$ cat src/bcd_pkg.sv
// ---------------------------------------------------------------------------
// bcd_pkg
// Shared types and constants of the button chord detector.
// ---------------------------------------------------------------------------
`default_nettype none

package bcd_pkg;

  localparam int NUM_PADS       = 8;
  localparam int PAD_BITS       = 3;
  localparam int TIME_BITS      = 32;
  localparam int BTN_BITS       = 32;
  localparam int TIMEOUT_BITS   = 16;
  localparam int BIT_IDX_BITS   = 5;
  localparam int IN_TDATA_BITS  = 72;
  localparam int OUT_TDATA_BITS = 72;
  localparam int CFG_ADDR_BITS  = 2;
  localparam int CFG_DATA_BITS  = 16;

  localparam logic [TIMEOUT_BITS-1:0] TIMEOUT_RESET  = 16'd500;
  localparam logic [BIT_IDX_BITS-1:0] VIEW_BIT_RESET = 5'd1;
  localparam logic [BIT_IDX_BITS-1:0] MENU_BIT_RESET = 5'd0;

  typedef enum logic [1:0] {
    MODE_IDLE      = 2'd0,
    MODE_VIEW_WAIT = 2'd1,
    MODE_MENU_WAIT = 2'd2,
    MODE_CHORD     = 2'd3
  } pad_mode_t;

  typedef enum logic [CFG_ADDR_BITS-1:0] {
    CFG_TIMEOUT  = 2'd0,
    CFG_VIEW_BIT = 2'd1,
    CFG_MENU_BIT = 2'd2
  } cfg_reg_t;

  typedef enum logic {
    OP_POLL  = 1'b0,
    OP_RESET = 1'b1
  } opcode_t;

  typedef struct packed {
    pad_mode_t              mode;
    logic                   prev_view;
    logic                   prev_menu;
    logic [TIME_BITS-1:0]   start_ms;
  } pad_state_t;

  typedef struct packed {
    opcode_t                opcode;
    logic [PAD_BITS-1:0]    pad_index;
    logic                   pad_present;
    logic [BTN_BITS-1:0]    buttons;
    logic [TIME_BITS-1:0]   now_ms;
  } item_t;

  typedef struct packed {
    logic [TIMEOUT_BITS-1:0] timeout_ms;
    logic [BIT_IDX_BITS-1:0] view_bit;
    logic [BIT_IDX_BITS-1:0] menu_bit;
  } cfg_t;

  typedef struct packed {
    logic                   chord_fired;
    logic [BTN_BITS-1:0]    raw_buttons;
    logic [BTN_BITS-1:0]    masked_buttons;
  } result_t;

  typedef struct packed {
    logic                   en;
    logic [PAD_BITS-1:0]    pad;
    pad_state_t             state;
  } wb_t;

endpackage

`default_nettype wire

$ cat src/bcd_state_mem.sv
// ---------------------------------------------------------------------------
// bcd_state_mem
// Per-pad state memory with a registered read, entry valid bits and
// forwarding of a write that lands in the same cycle as a read.
// ---------------------------------------------------------------------------
`default_nettype none

module bcd_state_mem (
  input  wire                          clk,
  input  wire                          rst_n,
  input  wire                          rd_en,
  input  wire [bcd_pkg::PAD_BITS-1:0]  rd_addr,
  output bcd_pkg::pad_state_t          rd_state,
  input  wire bcd_pkg::wb_t            wb
);

  bcd_pkg::pad_state_t               mem_r [bcd_pkg::NUM_PADS];
  bcd_pkg::pad_state_t               mem_q_r;
  bcd_pkg::pad_state_t               byp_r;
  logic [bcd_pkg::NUM_PADS-1:0]      valid_r;
  logic                              hit_r;
  logic                              entry_valid_r;
  logic                              same_addr;

  assign same_addr = wb.en && (wb.pad == rd_addr);

  always_ff @(posedge clk) begin
    if (wb.en) begin
      mem_r[wb.pad] <= wb.state;
    end
    if (rd_en) begin
      mem_q_r <= mem_r[rd_addr];
      byp_r   <= wb.state;
    end
  end

  always_ff @(posedge clk) begin
    if (!rst_n) begin
      valid_r       <= '0;
      hit_r         <= 1'b0;
      entry_valid_r <= 1'b0;
    end else begin
      if (wb.en) begin
        valid_r[wb.pad] <= 1'b1;
      end
      if (rd_en) begin
        hit_r         <= same_addr;
        entry_valid_r <= valid_r[rd_addr];
      end
    end
  end

  always_comb begin
    if (hit_r) begin
      rd_state = byp_r;
    end else if (entry_valid_r) begin
      rd_state = mem_q_r;
    end else begin
      rd_state = '0;
    end
  end

endmodule

`default_nettype wire

$ cat src/bcd_pad_fsm.sv
// ---------------------------------------------------------------------------
// bcd_pad_fsm
// Next-state and output logic of one pad's chord state machine.
// ---------------------------------------------------------------------------
`default_nettype none

module bcd_pad_fsm (
  input  wire bcd_pkg::item_t       item,
  input  wire bcd_pkg::pad_state_t  cur,
  input  wire bcd_pkg::cfg_t        cfg,
  output bcd_pkg::result_t          res,
  output bcd_pkg::wb_t              wb
);

  logic [bcd_pkg::BTN_BITS-1:0]  vbit;
  logic [bcd_pkg::BTN_BITS-1:0]  mbit;
  logic [bcd_pkg::BTN_BITS-1:0]  btn;
  logic [bcd_pkg::BTN_BITS-1:0]  masked;
  logic [bcd_pkg::TIME_BITS-1:0] elapsed;
  logic                          v;
  logic                          m;
  logic                          timed_out;
  logic                          in_range;
  logic                          fired;
  bcd_pkg::pad_state_t           nxt;

  assign btn       = item.buttons;
  assign vbit      = bcd_pkg::BTN_BITS'(1) << cfg.view_bit;
  assign mbit      = bcd_pkg::BTN_BITS'(1) << cfg.menu_bit;
  assign v         = |(btn & vbit);
  assign m         = |(btn & mbit);
  assign elapsed   = item.now_ms - cur.start_ms;
  assign timed_out = elapsed > bcd_pkg::TIME_BITS'(cfg.timeout_ms);
  assign in_range  = {1'b0, item.pad_index} < (bcd_pkg::PAD_BITS + 1)'(bcd_pkg::NUM_PADS);

  always_comb begin
    nxt    = cur;
    masked = btn;
    fired  = 1'b0;
    unique case (cur.mode)
      bcd_pkg::MODE_IDLE: begin
        if (v && m && !cur.prev_view && !cur.prev_menu) begin
          nxt.mode = bcd_pkg::MODE_CHORD;
          fired    = 1'b1;
          masked   = btn & ~(vbit | mbit);
        end else if (v && !cur.prev_view) begin
          nxt.mode     = bcd_pkg::MODE_VIEW_WAIT;
          nxt.start_ms = item.now_ms;
          masked       = btn & ~vbit;
        end else if (m && !cur.prev_menu) begin
          nxt.mode     = bcd_pkg::MODE_MENU_WAIT;
          nxt.start_ms = item.now_ms;
          masked       = btn & ~mbit;
        end
      end
      bcd_pkg::MODE_VIEW_WAIT: begin
        if (timed_out || !v) begin
          nxt.mode = bcd_pkg::MODE_IDLE;
          masked   = btn | vbit;
        end else if (m && !cur.prev_menu) begin
          nxt.mode = bcd_pkg::MODE_CHORD;
          fired    = 1'b1;
          masked   = btn & ~(vbit | mbit);
        end else begin
          masked = btn & ~vbit;
        end
      end
      bcd_pkg::MODE_MENU_WAIT: begin
        if (timed_out || !m) begin
          nxt.mode = bcd_pkg::MODE_IDLE;
          masked   = btn | mbit;
        end else if (v && !cur.prev_view) begin
          nxt.mode = bcd_pkg::MODE_CHORD;
          fired    = 1'b1;
          masked   = btn & ~(vbit | mbit);
        end else begin
          masked = btn & ~mbit;
        end
      end
      bcd_pkg::MODE_CHORD: begin
        if (v && m) begin
          masked = btn & ~(vbit | mbit);
        end else begin
          nxt.mode = bcd_pkg::MODE_IDLE;
        end
      end
      default: begin
        nxt.mode = bcd_pkg::MODE_IDLE;
      end
    endcase
    nxt.prev_view = v;
    nxt.prev_menu = m;
  end

  always_comb begin
    res      = '0;
    wb.en    = 1'b0;
    wb.pad   = item.pad_index;
    wb.state = nxt;
    if (in_range) begin
      if (item.opcode == bcd_pkg::OP_RESET) begin
        wb.en    = 1'b1;
        wb.state = '0;
      end else if (item.pad_present) begin
        wb.en              = 1'b1;
        res.chord_fired    = fired;
        res.raw_buttons    = btn;
        res.masked_buttons = masked;
      end
    end
  end

endmodule

`default_nettype wire

$ cat src/button_chord_detector.sv
// ---------------------------------------------------------------------------
// button_chord_detector
// Per-pad view/menu chord detector with state held in a small memory.
// ---------------------------------------------------------------------------
// Pipeline: a beat is registered in s1_item_r, its result in out_res_r.
// Throughput: one beat per cycle unless the output stalls; the pad state
// memory is read on accept, written back on advance, with a same-pad bypass.
// Reset: synchronous, active low; all pads return to idle through entry
// valid bits at once, and the registers take their documented reset values.
// ---------------------------------------------------------------------------
`default_nettype none

module button_chord_detector (
  input  wire                                   clk,
  input  wire                                   rst_n,
  // tdata: pad_index[2:0], pad_present[3], buttons[35:4], now_ms[67:36]
  input  wire [bcd_pkg::IN_TDATA_BITS-1:0]      in_tdata,
  // tuser: opcode[0]
  input  wire                                   in_tuser,
  input  wire                                   in_tvalid,
  output logic                                  in_tready,
  // tdata: chord_fired[0], raw_buttons[32:1], masked_buttons[64:33]
  output logic [bcd_pkg::OUT_TDATA_BITS-1:0]    out_tdata,
  output logic                                  out_tvalid,
  input  wire                                   out_tready,
  input  wire                                   cfg_we,
  input  wire [bcd_pkg::CFG_ADDR_BITS-1:0]      cfg_addr,
  input  wire [bcd_pkg::CFG_DATA_BITS-1:0]      cfg_wdata
);

  bcd_pkg::cfg_t       cfg_r;
  bcd_pkg::item_t      in_item;
  bcd_pkg::item_t      s1_item_r;
  bcd_pkg::pad_state_t rd_state;
  bcd_pkg::result_t    res;
  bcd_pkg::result_t    out_res_r;
  bcd_pkg::wb_t        fsm_wb;
  bcd_pkg::wb_t        mem_wb;
  logic                s1_valid_r;
  logic                out_valid_r;
  logic                s1_adv;
  logic                in_fire;

  assign in_item.opcode      = bcd_pkg::opcode_t'(in_tuser);
  assign in_item.pad_index   = in_tdata[2:0];
  assign in_item.pad_present = in_tdata[3];
  assign in_item.buttons     = in_tdata[35:4];
  assign in_item.now_ms      = in_tdata[67:36];

  assign s1_adv    = s1_valid_r && (!out_valid_r || out_tready);
  assign in_tready = !s1_valid_r || s1_adv;
  assign in_fire   = in_tvalid && in_tready;

  always_ff @(posedge clk) begin
    if (!rst_n) begin
      cfg_r.timeout_ms <= bcd_pkg::TIMEOUT_RESET;
      cfg_r.view_bit   <= bcd_pkg::VIEW_BIT_RESET;
      cfg_r.menu_bit   <= bcd_pkg::MENU_BIT_RESET;
    end else if (cfg_we) begin
      unique case (cfg_addr)
        bcd_pkg::CFG_TIMEOUT:  cfg_r.timeout_ms <= cfg_wdata;
        bcd_pkg::CFG_VIEW_BIT: cfg_r.view_bit   <= cfg_wdata[bcd_pkg::BIT_IDX_BITS-1:0];
        bcd_pkg::CFG_MENU_BIT: cfg_r.menu_bit   <= cfg_wdata[bcd_pkg::BIT_IDX_BITS-1:0];
        default: begin
        end
      endcase
    end
  end

  bcd_state_mem u_state_mem (
    .clk      (clk),
    .rst_n    (rst_n),
    .rd_en    (in_fire),
    .rd_addr  (in_item.pad_index),
    .rd_state (rd_state),
    .wb       (mem_wb)
  );

  bcd_pad_fsm u_pad_fsm (
    .item (s1_item_r),
    .cur  (rd_state),
    .cfg  (cfg_r),
    .res  (res),
    .wb   (fsm_wb)
  );

  always_comb begin
    mem_wb    = fsm_wb;
    mem_wb.en = fsm_wb.en && s1_adv;
  end

  always_ff @(posedge clk) begin
    if (!rst_n) begin
      s1_valid_r  <= 1'b0;
      out_valid_r <= 1'b0;
    end else begin
      if (in_tready) begin
        s1_valid_r <= in_tvalid;
      end
      if (s1_adv) begin
        out_valid_r <= 1'b1;
      end else if (out_tready) begin
        out_valid_r <= 1'b0;
      end
    end
  end

  always_ff @(posedge clk) begin
    if (in_fire) begin
      s1_item_r <= in_item;
    end
    if (s1_adv) begin
      out_res_r <= res;
    end
  end

  assign out_tvalid = out_valid_r;
  assign out_tdata  = {7'd0, out_res_r.masked_buttons, out_res_r.raw_buttons,
                       out_res_r.chord_fired};

  a_wb_only_on_advance : assert property (@(posedge clk) disable iff (!rst_n)
    mem_wb.en |-> s1_adv)
    else $error("pad state written without a beat moving to the output");

  a_fire_enters_chord : assert property (@(posedge clk) disable iff (!rst_n)
    s1_adv && res.chord_fired |-> mem_wb.en && mem_wb.state.mode == bcd_pkg::MODE_CHORD)
    else $error("chord fired without the pad entering chord mode");

  a_stall_blocks_input : assert property (@(posedge clk) disable iff (!rst_n)
    s1_valid_r && !s1_adv |-> !in_tready)
    else $error("input taken while the update stage is stalled");

  a_reset_empties : assert property (@(posedge clk)
    !rst_n |=> !s1_valid_r && !out_valid_r)
    else $error("pipeline not empty after reset");

  a_held_output : assert property (@(posedge clk) disable iff (!rst_n)
    out_valid_r && !out_tready |=> out_valid_r && $stable(out_res_r))
    else $error("stalled result beat changed");

endmodule

`default_nettype wire
$ cat config.mk
export PLATFORM = sky130hd
export DESIGN_NAME = button_chord_detector
export DESIGN_NICKNAME = d
export VERILOG_FILES = /design/src/bcd_pkg.sv /design/src/bcd_state_mem.sv /design/src/bcd_pad_fsm.sv /design/src/button_chord_detector.sv
export SDC_FILE = /design/constraint.sdc
export NUM_CORES = 1
export LEC_CHECK = 0
export ABC_AREA = 1
export BUFFER_PORTS_ARGS = -buffer_cell sky130_fd_sc_hd__buf_2
export CAP_MARGIN = 25
export CORE_MARGIN = 10
export CORE_UTILIZATION = 40
export CTS_CLUSTER_SIZE = 16
export DETAILED_ROUTE_END_ITERATION = 7
export GPL_ROUTABILITY_DRIVEN = 1
export SLEW_MARGIN = 5
export SYNTH_ARGS = -nofsm -noshare
export SYNTH_HDL_FRONTEND = slang
export SYNTH_SLANG_ARGS = --single-unit
$ cat constraint.sdc
create_clock -name clk -period 11.5 [get_ports clk]
set_input_delay 0.575 -clock clk [delete_from_list [all_inputs] [get_ports clk]]
set_output_delay 0.575 -clock clk [all_outputs]
set_load 0.005 [all_outputs]
-- Yosys cells after proc, flatten, opt, wreduce, memory -nomap -nowiden
Memory sizes are Yosys's and may differ from the RTL's. A register that Yosys moved wholly into a read port is not among the register bits.
Index checks and enable logic that the tools add are counted.
- divide/modulo/power cells: 0
- reductions and logical operators: 29
- shifts and indexed selects: 2
- equal/unequal tests: 6
- $mul: 0
- add/subtract/negate cells: 1
- bitwise gates (word level): 13
- mux-type cells: 41
- magnitude comparators: 4
- operators with widths (operator ; number):
    2-to-1 mux 32 bit ; 12
    AND 32 bit ; 5
    case mux 32 bit (4 select lines) ; 1
    2-to-1 mux 36 bit ; 3
    inverter 32 bit ; 3
    OR 32 bit ; 3
    OR reduction 32 bit ; 2
    left shift 1 x 5 -> 32 bit, first input constant ; 2
    > comparator 32 x 16 -> 1 bit ; 1
    subtractor 32 bit ; 1
    2-to-1 mux 2 bit ; 8
    2-to-1 mux 1 bit ; 13
    logical AND 1 bit ; 10
    less-than comparator 3 x 4 -> 1 bit, second input constant ; 2
    OR 8 bit ; 1
    case mux 2 bit (4 select lines) ; 1
    == test 2 bit, second input constant ; 3
    zero test 1 bit ; 6
    AND reduction 2 bit ; 3
    == test 2 x 1 -> 1 bit, second input constant ; 2
    zero test 2 bit ; 2
    logical OR 1 bit ; 4
    binary-select mux 1 bit (select 3 bit) ; 1
    demux 1 bit (select 3 bit) ; 1
    other kinds (6) ; 6
- RAM bits: 288
- memory bits (read-only): 0
- flip-flop bits (word level): 208
- memories kept: 1
- output and inout bits: 74
- bits in latches: 0
- input bits: 96
- word-level logic and storage cells: 117
- memories (memory ; words ; width ; read ports ; clocked after Yosys merged registers in ; write ports ; line ; text):
    u_state_mem.mem_r ; 8 ; 36 ; 1 ; 1 ; 1 ; bcd_state_mem.sv:17 ; bcd_pkg::pad_state_t mem_r [bcd_pkg::NUM_PADS];

-- Logic depth before layout (Yosys ltp)
Gate-level depths: netlist (run 1).
- depth after elaboration: 9
- mapped depth: 34
- gate-level depth less buffers: 31

-- By module
A second synthesis (run 1) with hierarchy kept.
- cells, all modules: 3393
- area total of the unflattened synthesis: 28675.0 um^2
- modules (own cells, without submodules) (module ; area each (um^2) ; instances ; seq. area each (um^2) ; cells an instance):
    bcd_state_mem ; 14315.0 ; 1 ; 11010.6 ; 1088
    bcd_pad_fsm ; 9063.7 ; 1 ; 0.0 ; 1992
    button_chord_detector ; 5296.3 ; 1 ; 4584.4 ; 313

-- Worst setup path after synthesis (run 1)
No wires, ideal clock.
- path type: input to register
- from: input out_tready
- to: register u_state_mem.entry_valid_r
- path buffers: 0
- library setup time: 0.075 ns
- stages on the path: 6
- arrival: 4.065 ns
- data required time: 11.425 ns
- setup slack: 7.360 ns
- cell sequence: inv_1 -> nand3_1 -> nand2_1 -> inv_1 -> o211ai_1 -> a21oi_1
- longest elaborated chain between the ends: 4
- ends and longest elaborated chain (what ; line ; text):
    from (decl) ; button_chord_detector.sv:25 ; input wire out_tready,
    logical OR 1 bit ; button_chord_detector.sv:50 ; assign s1_adv = s1_valid_r && (!out_valid_r || out_tready);
    logical AND 1 bit ; button_chord_detector.sv:50 ;
    logical OR 1 bit ; button_chord_detector.sv:51 ; assign in_tready = !s1_valid_r || s1_adv;
    via in_tready ; button_chord_detector.sv:21 ; output logic in_tready,
    logical AND 1 bit ; button_chord_detector.sv:52 ; assign in_fire = in_tvalid && in_tready;
    via in_fire ; button_chord_detector.sv:42 ; logic in_fire;
    to (signal assigned) ; bcd_state_mem.sv:48 ; entry_valid_r <= valid_r[rd_addr];
    to (decl) ; bcd_state_mem.sv:22 ; logic entry_valid_r;
The timed path passes the listed nets, and every way through them passes these cells.
A chain may end at the register's enable or synchronous reset.

==> summary.md, run 1 <==
| Metric | Value |
|---|---|
| CP peak stage delay | 0.65 ns |
| Rel. slew slack | 0.356 |
| Pre-CTS WS | approximately 5.5 ns |
| Vias | 21500 |
| Sequential area share after synthesis | 0.579 |
| Netlist Area Pre-Place | 26900 µm² |
| # IOs | 170 |
| CP dominant cell by count | nand2_1 |
| Worst Hold Class | primary input to flop |
| Hold path depth | 1 |
| CTS Hold Buffers Added | 0 |
| Final hold vios | 0 |
| Overflow after GRT | 0 |
| Fin crit period | 6.14 ns |
| Final ANT Viol Nets | 0 |
| Synth top area share | 0.551 |
| RSZ-0062 raised after global routing | no |
| Synth unique cells | 42 |
| Critical path arrival | between 6 and 7 ns |
| Hold path endpoint | s1_item_r[10] |
| Placed wire-length estimate | 47900 µm |
| DR vias/cell | 5.36 |
| Fin crit share | 0.534 |
| Routing usage on met1 | 0.262 |
| First-pass DRT Iterations | 6 |
| Status | finished, final reports clean |
| Layout cells sized above 1 | 0.104 |
| Fillers | between 6000 and 7000 |
| Final Max Tran Viols | 0 |
| EDFF count, synth | 494 |
| Die height | roughly 280 µm |
| Core Rows | 95 |
| Top cells by count, synth | nor2_1 (577), edfxtp_1 (494), nand2_1 (485), inv_1 (296), o21ai_0 (219) |
| Grt peak-use layer | met2 |
| Hold Startpoint | in_tdata[46] |
| Pwr Total | 4.73 mW |
| Synth top area cells | edfxtp_1 (55%), nor2_1 (8.0%), nand2_1 (6.8%), inv_1 (4.1%), o21ai_0 (4.1%) |
| Leakage power | 12.3 nW |
| Critical path peak fanout | 65 |
| Largest net degree at the start of global routing | slightly below 90 |
| GR Util met2 | 0.310 |
| Mapped Avg Cell Area | 9.03 µm² |
| Fmax | 0.163 GHz |
| Routability Congestion | 0.918 |
| R2r startpoint | u_state_mem.hit_r |
| Syn-to-layout area delta | 12.8% |
| Met3 Track Usage GR | 0.0288 |
| Area of the die | 78100 µm² |
| Flop-to-flop setup slack | 5.36 ns |
| Top cell family by delay on the critical path | simple AND/OR/NAND/NOR gates |
| H-tree levels | 2 |
| PD cells | 156 nW/µm² |
| Fin Setup TNS | 0 ns |
| Clk sinks | 532 |
| Antenna fix cells | 0 |
| Kind of critical path | flop to flop |
| Root cell of the clock tree | clkbuf_16 |
| R2r endpoint | u_state_mem.mem_r[7][34] |
| Setup-failing EPs final | 0 |
| Worst-skew pair later-pin latency | ~0.65 ns |
| Post-CTS setup repair buffer count | 0 |
| Iteration-0 DRC Markers | 2257 |
| Total GRT Usage | 0.192 |
| Synth Warn # | 0 |
| Nets | 3226 |
| CTS clk-pin slew, worst paths | 0.06 ns |
| Critical Path Sink Type | flop |
| Peak supply drop | 0.0929 mV |
| Initial core utilization | 0.402 |
| DRC Markers | 0 |
| Count leader, synth | nor2_1 |
| Fraction of registers with async set/reset | 0 |
| CTS buffer count | 57 |
| Worst-margin pin slew | 0.967 ns |
| Worst setup SP type | flop |
| Number of max-cap violations | 0 |
| Top_reg_cell synth | edfxtp_1 |
| Port bufs | 158 |
| Critical path buffer and inverter count | 5 |
| CP Data Required Time | approximately 12 ns |
| Die X | 279 µm |
| Initial antenna violation count | 0 |
| Synthesized instance count | a little under 3000 |
| Post-synth top area cell | edfxtp_1 |
| CORE AREA | 66900 µm² |
| Flops & latches, synth | 532 |
| CTS tree | built |
| Post-CTS Resized | 0 |
| Vias in the first global route | 20100 |
| First-pass GRT wire length | approximately 120000 µm |
| Setup Skew | 0.0361 ns |
| Setup ws final | 5.36 ns |
| Slowest-stage cell, CP | a31oi_1 |
| Wire per inst | 19.1 µm |
| CTS Buffer Depth | 3 |
| Post-Route WL | 76600 µm |
| FF-to-FF path depth | 28 |
[cells by family after synthesis]
kind of cell	Yosys count	share of synthesized area
buf+inv	466	0.0692
xor+xnor	17	0.00553
other cells	1	0.000139
compound gates	519	0.106
fa+ha+maj	48	0.0226
flops	532	0.579
simple gates	1397	0.217
[worst max path at each step]
stage,start,to,cells past startpoint,slack (ns)
floorplan,out_tready,u_state_mem.entry_valid_r,6,7.36
global placement,u_state_mem.hit_r,u_state_mem.mem_r[7][34],28,5.51
detailed placement,u_state_mem.hit_r,u_state_mem.mem_r[7][34],28,5.49
CTS,u_state_mem.hit_r,u_state_mem.mem_r[7][34],28,5.47
global route,u_state_mem.hit_r,u_state_mem.mem_r[7][34],29,4.98
finish,u_state_mem.hit_r,u_state_mem.mem_r[7][34],28,5.36
[stage by stage]
step | area (µm²) | hold slack (ns) | instances | utilization
2_1_floorplan | 26900 | 0.435 | 2986 | -
3_3_place_gp | 28500 | 0.446 | 3896 | 0.425
3_5_place_dp | 28500 | 0.455 | 3896 | 0.425
4_1_cts | 30400 | 0.0678 | 4003 | 0.454
5_1_grt | 30400 | 0.0823 | 4003 | 0.454
6_report | 30400 | 0.101 | 4003 | 0.454
[report_power, final]
| group | leakage (nW) | switching, mW | internal [mW] |
|---|---|---|---|
| combinational | 6.44 | 0.440 | 0.157 |
| clock | 0.913 | 0.773 | 1.07 |
| sequential | 4.93 | 0.0396 | 2.25 |
[routing by layer]
layer  part of all wire  vias to the layer above
met5                  0                        -
met3              0.067                      121
li1                   -                    10400
met1               0.44                    10100
met2               0.47                      808
met4              0.024                        0
[state kept, by name (all words and copies together) (netlist names), 8 cells and up]
register             cells
u_state_mem.mem_r      288
s1_item_r               69
out_tdata               65
u_state_mem.byp_r       36
u_state_mem.mem_q_r     36
cfg_r                   26
u_state_mem.valid_r      8
[cell type report]
cell class                 instances  area, µm²  share of cell area
tap                              873       1090              0.0360
clock inverter                    33        380              0.0125
inverter                         315       1190              0.0393
clock buffer                      74       1510              0.0497
sequential                       532      15600               0.514
multi-input combinational       1988       9570               0.315
timing repair buffer             188       1020              0.0335
[placed cells by master (no fill, tap or decap), types with 3 or more instances in the layout]
master / Yosys / layout
nor2_4: 1 / 11
nand4_1: 81 / 81
a22oi_1: 35 / 33
nand2_1: 485 / 485
inv_1: 296 / 291
inv_6: 0 / 3
nor3_1: 39 / 38
clkbuf_1: 94 / 15
nand3_1: 189 / 189
clkbuf_16: 0 / 57
buf_2: 34 / 157
o21ai_0: 219 / 219
ha_1: 47 / 47
inv_2: 15 / 17
o21bai_1: 3 / 3
xor2_1: 17 / 17
clkinvlp_4: 0 / 3
o22ai_1: 39 / 39
a31oi_1: 38 / 38
clkinv_1: 3 / 11
nand2_2: 3 / 3
bufinv_16: 0 / 6
conb_1: 1 / 7
nor2_1: 577 / 567
clkinv_2: 0 / 11
nand3b_1: 3 / 3
buf_4: 16 / 31
o211ai_1: 12 / 12
o21ai_1: 51 / 51
edfxtp_1: 494 / 494
dfxtp_1: 38 / 37
nor3_2: 11 / 12
and2_1: 4 / 4
a21oi_1: 116 / 116
Power figures use the tool's default switching activity.
==> inputs of run 2 (changes only) <==
==> constraint.sdc (replaced) <==
create_clock -name clk -period 6.2 [get_ports clk]
set_input_delay 0.31 -clock clk [delete_from_list [all_inputs] [get_ports clk]]
set_output_delay 0.31 -clock clk [all_outputs]
set_load 0.005 [all_outputs]
==> summary.md, run 2 (synthesis gave the netlist of run 1 again) <==
| Metric | Value |
|---|---|
| Status | finished, final reports clean |
| Routability Congestion | 0.917 (about the same) |
| Peak supply drop | 0.213 mV (+130%) |
| Register with the most flip-flops | u_state_mem.mem_r |
| Critical path peak fanout | 64 (-1.5%) |
| Sequential share of power | 0.481 (-0.003) |
| Commonest non-fill, non-tap cell in the layout | nor2_1 |
| Slowest-stage cell, CP | buf_4 |
| PD cells | 282 nW/µm² (+81%) |
| CTS Buffer Depth | 3 (unchanged) |
| Design area | 31300 µm² (+3.0%) |
| Largest net degree at the start of global routing | 103 (+16%) |
| Clock share of power | 0.387 (-0.002) |
| Most frequent cells in the layout | nor2_1 (567), edfxtp_1 (494), nand2_1 (485) |
| Seq. cell area | 15600 µm² (unchanged) |
| Post-Route WL | 77500 µm (+1.1%) |
| # IOs | 170 (unchanged) |
| Worst-skew pair later-pin latency | 0.65 ns (about the same) |
| Setup Skew | 0.0535 ns (+0.0173 ns) |
| Clk sinks | 532 (unchanged) |
| Port bufs | 158 (unchanged) |
| H-tree levels | 2 (unchanged) |
| Setup-failing EPs final | 0 (unchanged) |
| Pwr Total | 8.82 mW (+87%) |
| FF-to-FF path depth | 30 (+7.1%) |
| Overflow after GRT | 0 (unchanged) |
| Total GRT Usage | 0.193 (+0.00123) |
| Final Max Tran Viols | 0 (unchanged) |
| Layout cells sized above 1 | 0.103 (-0.00165) |
| Iteration-0 DRC Markers | 2241 (-0.71%) |
| CP Data Required Time | 6.53 ns (-5.29 ns) |
| Area of the die | 78100 µm² (unchanged) |
| Rel. slew slack | 0.351 (-0.00448) |
| Number of max-cap violations | 0 (unchanged) |
| Critical Path Sink Type | flop |
| CP peak stage delay | 0.60 ns (-0.05 ns) |
| CTS tree | built |
| Root cell of the clock tree | clkbuf_16 |
| DRC Markers | 0 (unchanged) |
| Net load switching power | 2.36 mW (+88%) |
| CORE AREA | 66900 µm² (unchanged) |
| CTS buffer count | 58 (+1.8%) |
| Hold slack | 0.0580 ns (-0.0426 ns) |
| First-pass GRT wire length | 119000 µm (+0.44%) |
| Fillers | 6336 (-1.4%) |
| Die X | 279 µm (unchanged) |
| Die height | 279 µm (unchanged) |
| CTS clk-pin slew, worst paths | 0.06 ns (about the same) |
| RSZ-0062 raised after global routing | no |
| Logic pwr share | 0.131 (+0.005) |
| Fin Setup TNS | 0 ns (unchanged) |
| Initial core utilization | 0.402 (unchanged) |
| Post-CTS setup repair buffer count | 0 (unchanged) |
| Vias | 21800 (+1.8%) |
| Final core area utilization | 0.467 (+0.0134) |
| Worst setup SP type | flop |
| Initial antenna violation count | 1 (+1) |
| Vias in the first global route | 20400 (+1.8%) |
| Non-filler cells, final | 4093 (+2.2%) |
| Pre-CTS WS | 0.824 ns (-4.67 ns) |
| Multi-input logic area | 9570 µm² (unchanged) |
| Wire per inst | 18.9 µm (-1.1%) |
| Placed wire-length estimate | 47700 µm (-0.40%) |
| Fin crit period | 5.52 ns (-0.623 ns) |
| Core Rows | 95 (unchanged) |
| Final hold vios | 0 (unchanged) |
| DP Area | 28500 µm² (+0.17%) |
| Placed insts | 3899 (+0.077%) |
| Fmax | 0.181 GHz (+11%) |
| CP dominant cell by count | nand3_1 |
| Leakage power | 12.7 nW (+3.1%) |
| P_int | 6.47 mW (+86%) |
| Setup ws final | 0.683 ns (-4.68 ns) |
| Critical path arrival | 5.85 ns (-0.61 ns) |
| Syn-to-layout area delta | 16.1% |
| Hold path depth | 5 (+4) |
| Nets | 3313 (+2.7%) |
| DR vias/cell | 5.34 (-0.47%) |
| Final ANT Viol Nets | 0 (unchanged) |
| Worst Hold Class | primary input to flop |
| First-pass DRT Iterations | 6 (unchanged) |
| Fin crit share | 0.890 (+0.356) |
| Worst-margin pin slew | 0.973 ns (+0.00672 ns) |
| Largest register FFs | 288 (unchanged) |
| Net Sw Frac | 0.267 (+0.00215) |
| Kind of critical path | flop to flop |
run 2: cell count changes in the layout (fill, tap and decap cells not counted), sizes merged:
cell / change
buf: +4
bufinv: -1
clkbuf: -1
clkinv: +8
clkinvlp: -2
diode: +1
dlygate4sd3: +82
inv: -1
run 2: power by group through the flow:
stage	Combinational, mW	Clock, mW	Sequential (mW)
2_1_floorplan	0.764	0	4.30
3_3_place_gp	1.10	0	4.32
3_5_place_dp	1.11	0	4.32
4_1_cts	1.15	3.48	4.25
5_1_grt	1.30	3.63	4.26
6_report	1.16	3.42	4.25
run 2: final cells by class:
type / count / area share
Multi-Input combinational cell: 1988 / 0.306
Inverter: 315 / 0.0382
Timing Repair Buffer: 274 / 0.0612
Antenna cell: 1 / 0.0000800
Sequential cell: 532 / 0.499
Tap cell: 873 / 0.0349
Clock inverter: 37 / 0.0116
Clock buffer: 73 / 0.0489
run 2: critical path, delay by kind of cell, from the launching register on:
| kind | cells | cell delay [ns] |
|---|---|---|
| xor+xnor | 1 | 0.45 |
| fa+ha+maj | 3 | 0.99 |
| compound gates | 2 | 0.16 |
| buf+inv | 6 | 1.16 |
| simple gates | 18 | 2.03 |
| flops | 1 | 0.33 |
run 2: per-layer routing:
layer  routed length, µm  global-route usage  vias up
met2               35600               0.309      787
met5                   0                   0        -
met1               34300               0.260    10300
li1                    -                   -    10600
met4                2280              0.0696        0
met3                5220              0.0319      148
run 2: what timing repair did:
| action | CTS | global route |
|---|---|---|
| hold buffers | 82 | 0 |
| endpoints found under the setup margin | 0 | 0 |
| gates resized for setup | 0 | 0 |
| hold endpoints to repair | 83 | 0 |
run 2: path summary, 6_finish.rpt:
kind / slack, ns / end / start
worst min register to register: 0.46 / u_state_mem.valid_r[6] / u_state_mem.valid_r[6]
worst max register to register: 0.68 / out_tdata[57] / u_state_mem.hit_r
worst min-delay path: 0.06 / u_state_mem.hit_r / in_tvalid
worst max-delay path: 0.68 / out_tdata[57] / u_state_mem.hit_r
==> inputs of run 3 (changes only) <==
--- a/config.mk
+++ b/config.mk
@@ -5,7 +5,7 @@
 export SDC_FILE = /design/constraint.sdc
 export NUM_CORES = 1
 export LEC_CHECK = 0
-export ABC_AREA = 1
+export ABC_AREA = 0
 export BUFFER_PORTS_ARGS = -buffer_cell sky130_fd_sc_hd__buf_2
 export CAP_MARGIN = 25
 export CORE_MARGIN = 10
==> summary.md, run 3 <==
| Metric | Value |
|---|---|
| Synth unique cells | 91 (+120%) |
| DRC Markers | 0 (unchanged) |
| Hold slack | 0.0718 ns (+0.0139 ns) |
| Synthesized instance count | 1923 (-35%) |
| Setup Skew | 0.0315 ns (-0.0220 ns) |
| DR top layer | met4 |
| Setup-failing EPs final | 0 (unchanged) |
| Largest register FFs | 288 (unchanged) |
| Overflow after GRT | 0 (unchanged) |
| Synth top area cells | edfxtp_1 (59%), mux4_2 (6.6%), dfxtp_1 (3.0%), a21oi_1 (2.7%), ha_1 (2.3%) |
| Final Max Tran Viols | 0 (unchanged) |
| Register with the most flip-flops | u_state_mem.mem_r |
| Root cell of the clock tree | clkbuf_16 |
| Top_reg_cell synth | edfxtp_1 |
| Net Sw Frac | 0.244 (-0.0231) |
| Most frequent cells in the layout | edfxtp_1 (494), buf_2 (156), nand2_1 (151) |
| CORE AREA | 62900 µm² (-6.1%) |
| Die X | 271 µm (-2.9%) |
| Kind of critical path | flop to flop |
| Critical path peak fanout | 16 (-75%) |
| Area of the die | 73700 µm² (-5.6%) |
| Number of max-cap violations | 0 (unchanged) |
| Vias | 17700 (-19%) |
| Core Rows | 92 (-3.2%) |
| Final ANT Viol Nets | 0 (unchanged) |
| Wire per inst | 23.0 µm (+22%) |
| Setup ws final | 0.363 ns (-0.320 ns) |
| Rel. slew slack | 0.247 (-0.104) |
| Iteration-0 DRC Markers | 1634 (-27%) |
| Total GRT Usage | 0.188 (-0.00521) |
| Port bufs | 158 (unchanged) |
| Die height | 271 µm (-2.9%) |
| Post-synth top area cell | edfxtp_1 |
| Fraction of registers with async set/reset | 0 (unchanged) |
| Peak supply drop | 0.271 mV (+27%) |
| Layout cells sized above 1 | 0.224 (+0.121) |
| PD cells | 294 nW/µm² (+4.3%) |
| Sequential area share after synthesis | 0.617 (+0.0373) |
| Top cells by count, synth | edfxtp_1 (494), nand2_1 (151), a21oi_1 (135), nor2_1 (133), o21ai_0 (100) |
| Sequential share of power | 0.473 (-0.008) |
| CTS tree | built |
| Initial core utilization | 0.402 (about the same) |
| DR vias/cell | 5.76 (+7.8%) |
| Clk sinks | 532 (unchanged) |
| Commonest non-fill, non-tap cell in the layout | edfxtp_1 |
| Worst setup SP type | flop |
| Logic pwr share | 0.118 (-0.013) |
| Synth Warn # | 0 (unchanged) |
| Fmax | 0.171 GHz (-5.5%) |
| Leakage power | 10.6 nW (-16%) |
| Netlist Area Pre-Place | 25300 µm² (-6.0%) |
| Nets | 2323 (-30%) |
| Critical Path Sink Type | flop |
| Fin crit period | 5.84 ns (+0.320 ns) |
| Met3 WL | 4710 µm (-9.7%) |
| Syn-to-layout area delta | 19.7% |
| Final hold vios | 0 (unchanged) |
| Status | finished, final reports clean |
| Post-Route WL | 70800 µm (-8.6%) |
| DP Area | 27200 µm² (-4.5%) |
| Final core area utilization | 0.482 (+0.0146) |
| Critical path arrival | 6.20 ns (+0.35 ns) |
| Initial antenna violation count | 0 (-1) |
| Fin crit share | 0.941 (+0.0516) |
| Worst Hold Class | primary input to flop |
| H-tree levels | 2 (unchanged) |
| Pre-CTS WS | 0.104 ns (-0.720 ns) |
| Design area | 30300 µm² (-3.1%) |
| # IOs | 170 (unchanged) |
| Largest net degree at the start of global routing | 145 (+41%) |
| CP Data Required Time | 6.56 ns (+0.03 ns) |
| P_int | 6.74 mW (+4.2%) |
| Vias in the first global route | 17900 (-13%) |
| Post-Route M1 WL | 29300 µm (-15%) |
| Worst-margin pin slew | 1.13 ns (+0.157 ns) |
| Placed wire-length estimate | 46200 µm (-3.2%) |
| Fin Setup TNS | 0 ns (unchanged) |
| Flops & latches, synth | 532 (unchanged) |
| CTS buffer count | 58 (unchanged) |
| First-pass DRT Iterations | 6 (unchanged) |
| EDFF count, synth | 494 (unchanged) |
| Count leader, synth | edfxtp_1 |
| Routability Congestion | 0.946 (+3.1%) |
| Synth top area share | 0.587 (+0.0355) |
| RSZ-0062 raised after global routing | no |
| Clock share of power | 0.408 (+0.021) |
| CTS Buffer Depth | 3 (unchanged) |
| DR WL met2 | 34400 µm (-3.6%) |
| CTS clk-pin slew, worst paths | 0.06 ns (about the same) |
| Net load switching power | 2.17 mW (-7.7%) |
| First-pass GRT wire length | 108000 µm (-9.4%) |
| Mapped Avg Cell Area | 13.2 µm² (+46%) |
| Worst-skew pair later-pin latency | 0.64 ns (about the same) |
## run 3: per-layer routing
| metal | vias to the layer above | GRT usage |
|---|---|---|
| li1 | 7989 | - |
| met1 | 8823 | 0.241 |
| met4 | 0 | 0.0702 |
| met3 | 160 | 0.0306 |
| met2 | 725 | 0.315 |
| met5 | - | 0 |
## run 3: final timing paths
path | from | endpoint | slack [ns] | cells after the start
min | out_tready | out_tvalid | 0.07 | 3
min reg2reg | u_state_mem.valid_r[4] | u_state_mem.valid_r[4] | 0.47 | 1
max reg2reg | u_state_mem.entry_valid_r | out_tdata[51] | 0.36 | 25
max | u_state_mem.entry_valid_r | out_tdata[51] | 0.36 | 25
## run 3: power groups by stage
stage	logic (mW)	registers, mW	clock network (mW)
after floorplan	0.665	4.26	0
after global placement	0.970	4.29	0
after detailed placement	0.993	4.29	0
after CTS	1.04	4.22	3.72
after global routing	1.16	4.23	3.88
final	1.06	4.22	3.64
## run 3: worst max-delay path, cell delays in order, from the launching register on
cell	delay (ns)
dfxtp_1	0.31
nor2b_2	0.15
buf_4	0.18
a22oi_1	0.22
ha_1	0.34
and2_1	0.20
a221oi_4	0.30
a21oi_2	0.11
or2_1	0.29
a31o_2	0.24
a21oi_1	0.18
xnor2_1	0.17
ha_1	0.28
nand4_1	0.13
nor3_1	0.09
a21boi_0	0.14
o31a_1	0.35
nor4_2	0.26
nor4b_2	0.24
nand4_1	0.12
buf_4	0.17
nor4_4	0.19
and2b_2	0.28
buf_12	0.18
a21oi_1	0.07
or3_1	0.35
## run 3: stage by stage
| stage | std cells | power, mW |
|---|---|---|
| global route | 3072 | 9.27 |
| finish | 3075 | 8.92 |
| floorplan | 1929 | 4.93 |
| global placement | 2876 | 5.26 |
| CTS | 3067 | 8.98 |
| detailed placement | 2877 | 5.28 |
## run 3: logic make-up (layout without fill, tap and decap cells)
logic type / Yosys count / count (layout) / share of synthesized area
DFF: 532 / 532 / 0.617
AOI/OAI and AO/OA: 517 / 517 / 0.134
muxes: 136 / 136 / 0.0927
buffers and inverters: 188 / 485 / 0.0333
other: 1 / 10 / 0.000148
and+or+nand+nor: 480 / 480 / 0.0919
xor gates and xnor gates: 21 / 21 / 0.00727
adders and majority gates: 48 / 48 / 0.0240
## run 3: final cells by class
class                      count  area [µm²]
timing repair buffer         322        2330
fill                        5601       32600
tap                          846        1060
sequential                   532       15600
clock buffer                  76        1590
multi-input combinational   1209        9030
clock inverter                31         447
inverter                      56         210
antenna                        3        7.51
## run 3: what timing repair did
action | in CTS | in global routing
gates resized for setup | 0 | 14
endpoints found under the hold margin | 91 | 0
setup endpoints to repair | 0 | 50
buffers inserted | 0 | 2
hold buffers | 83 | 0
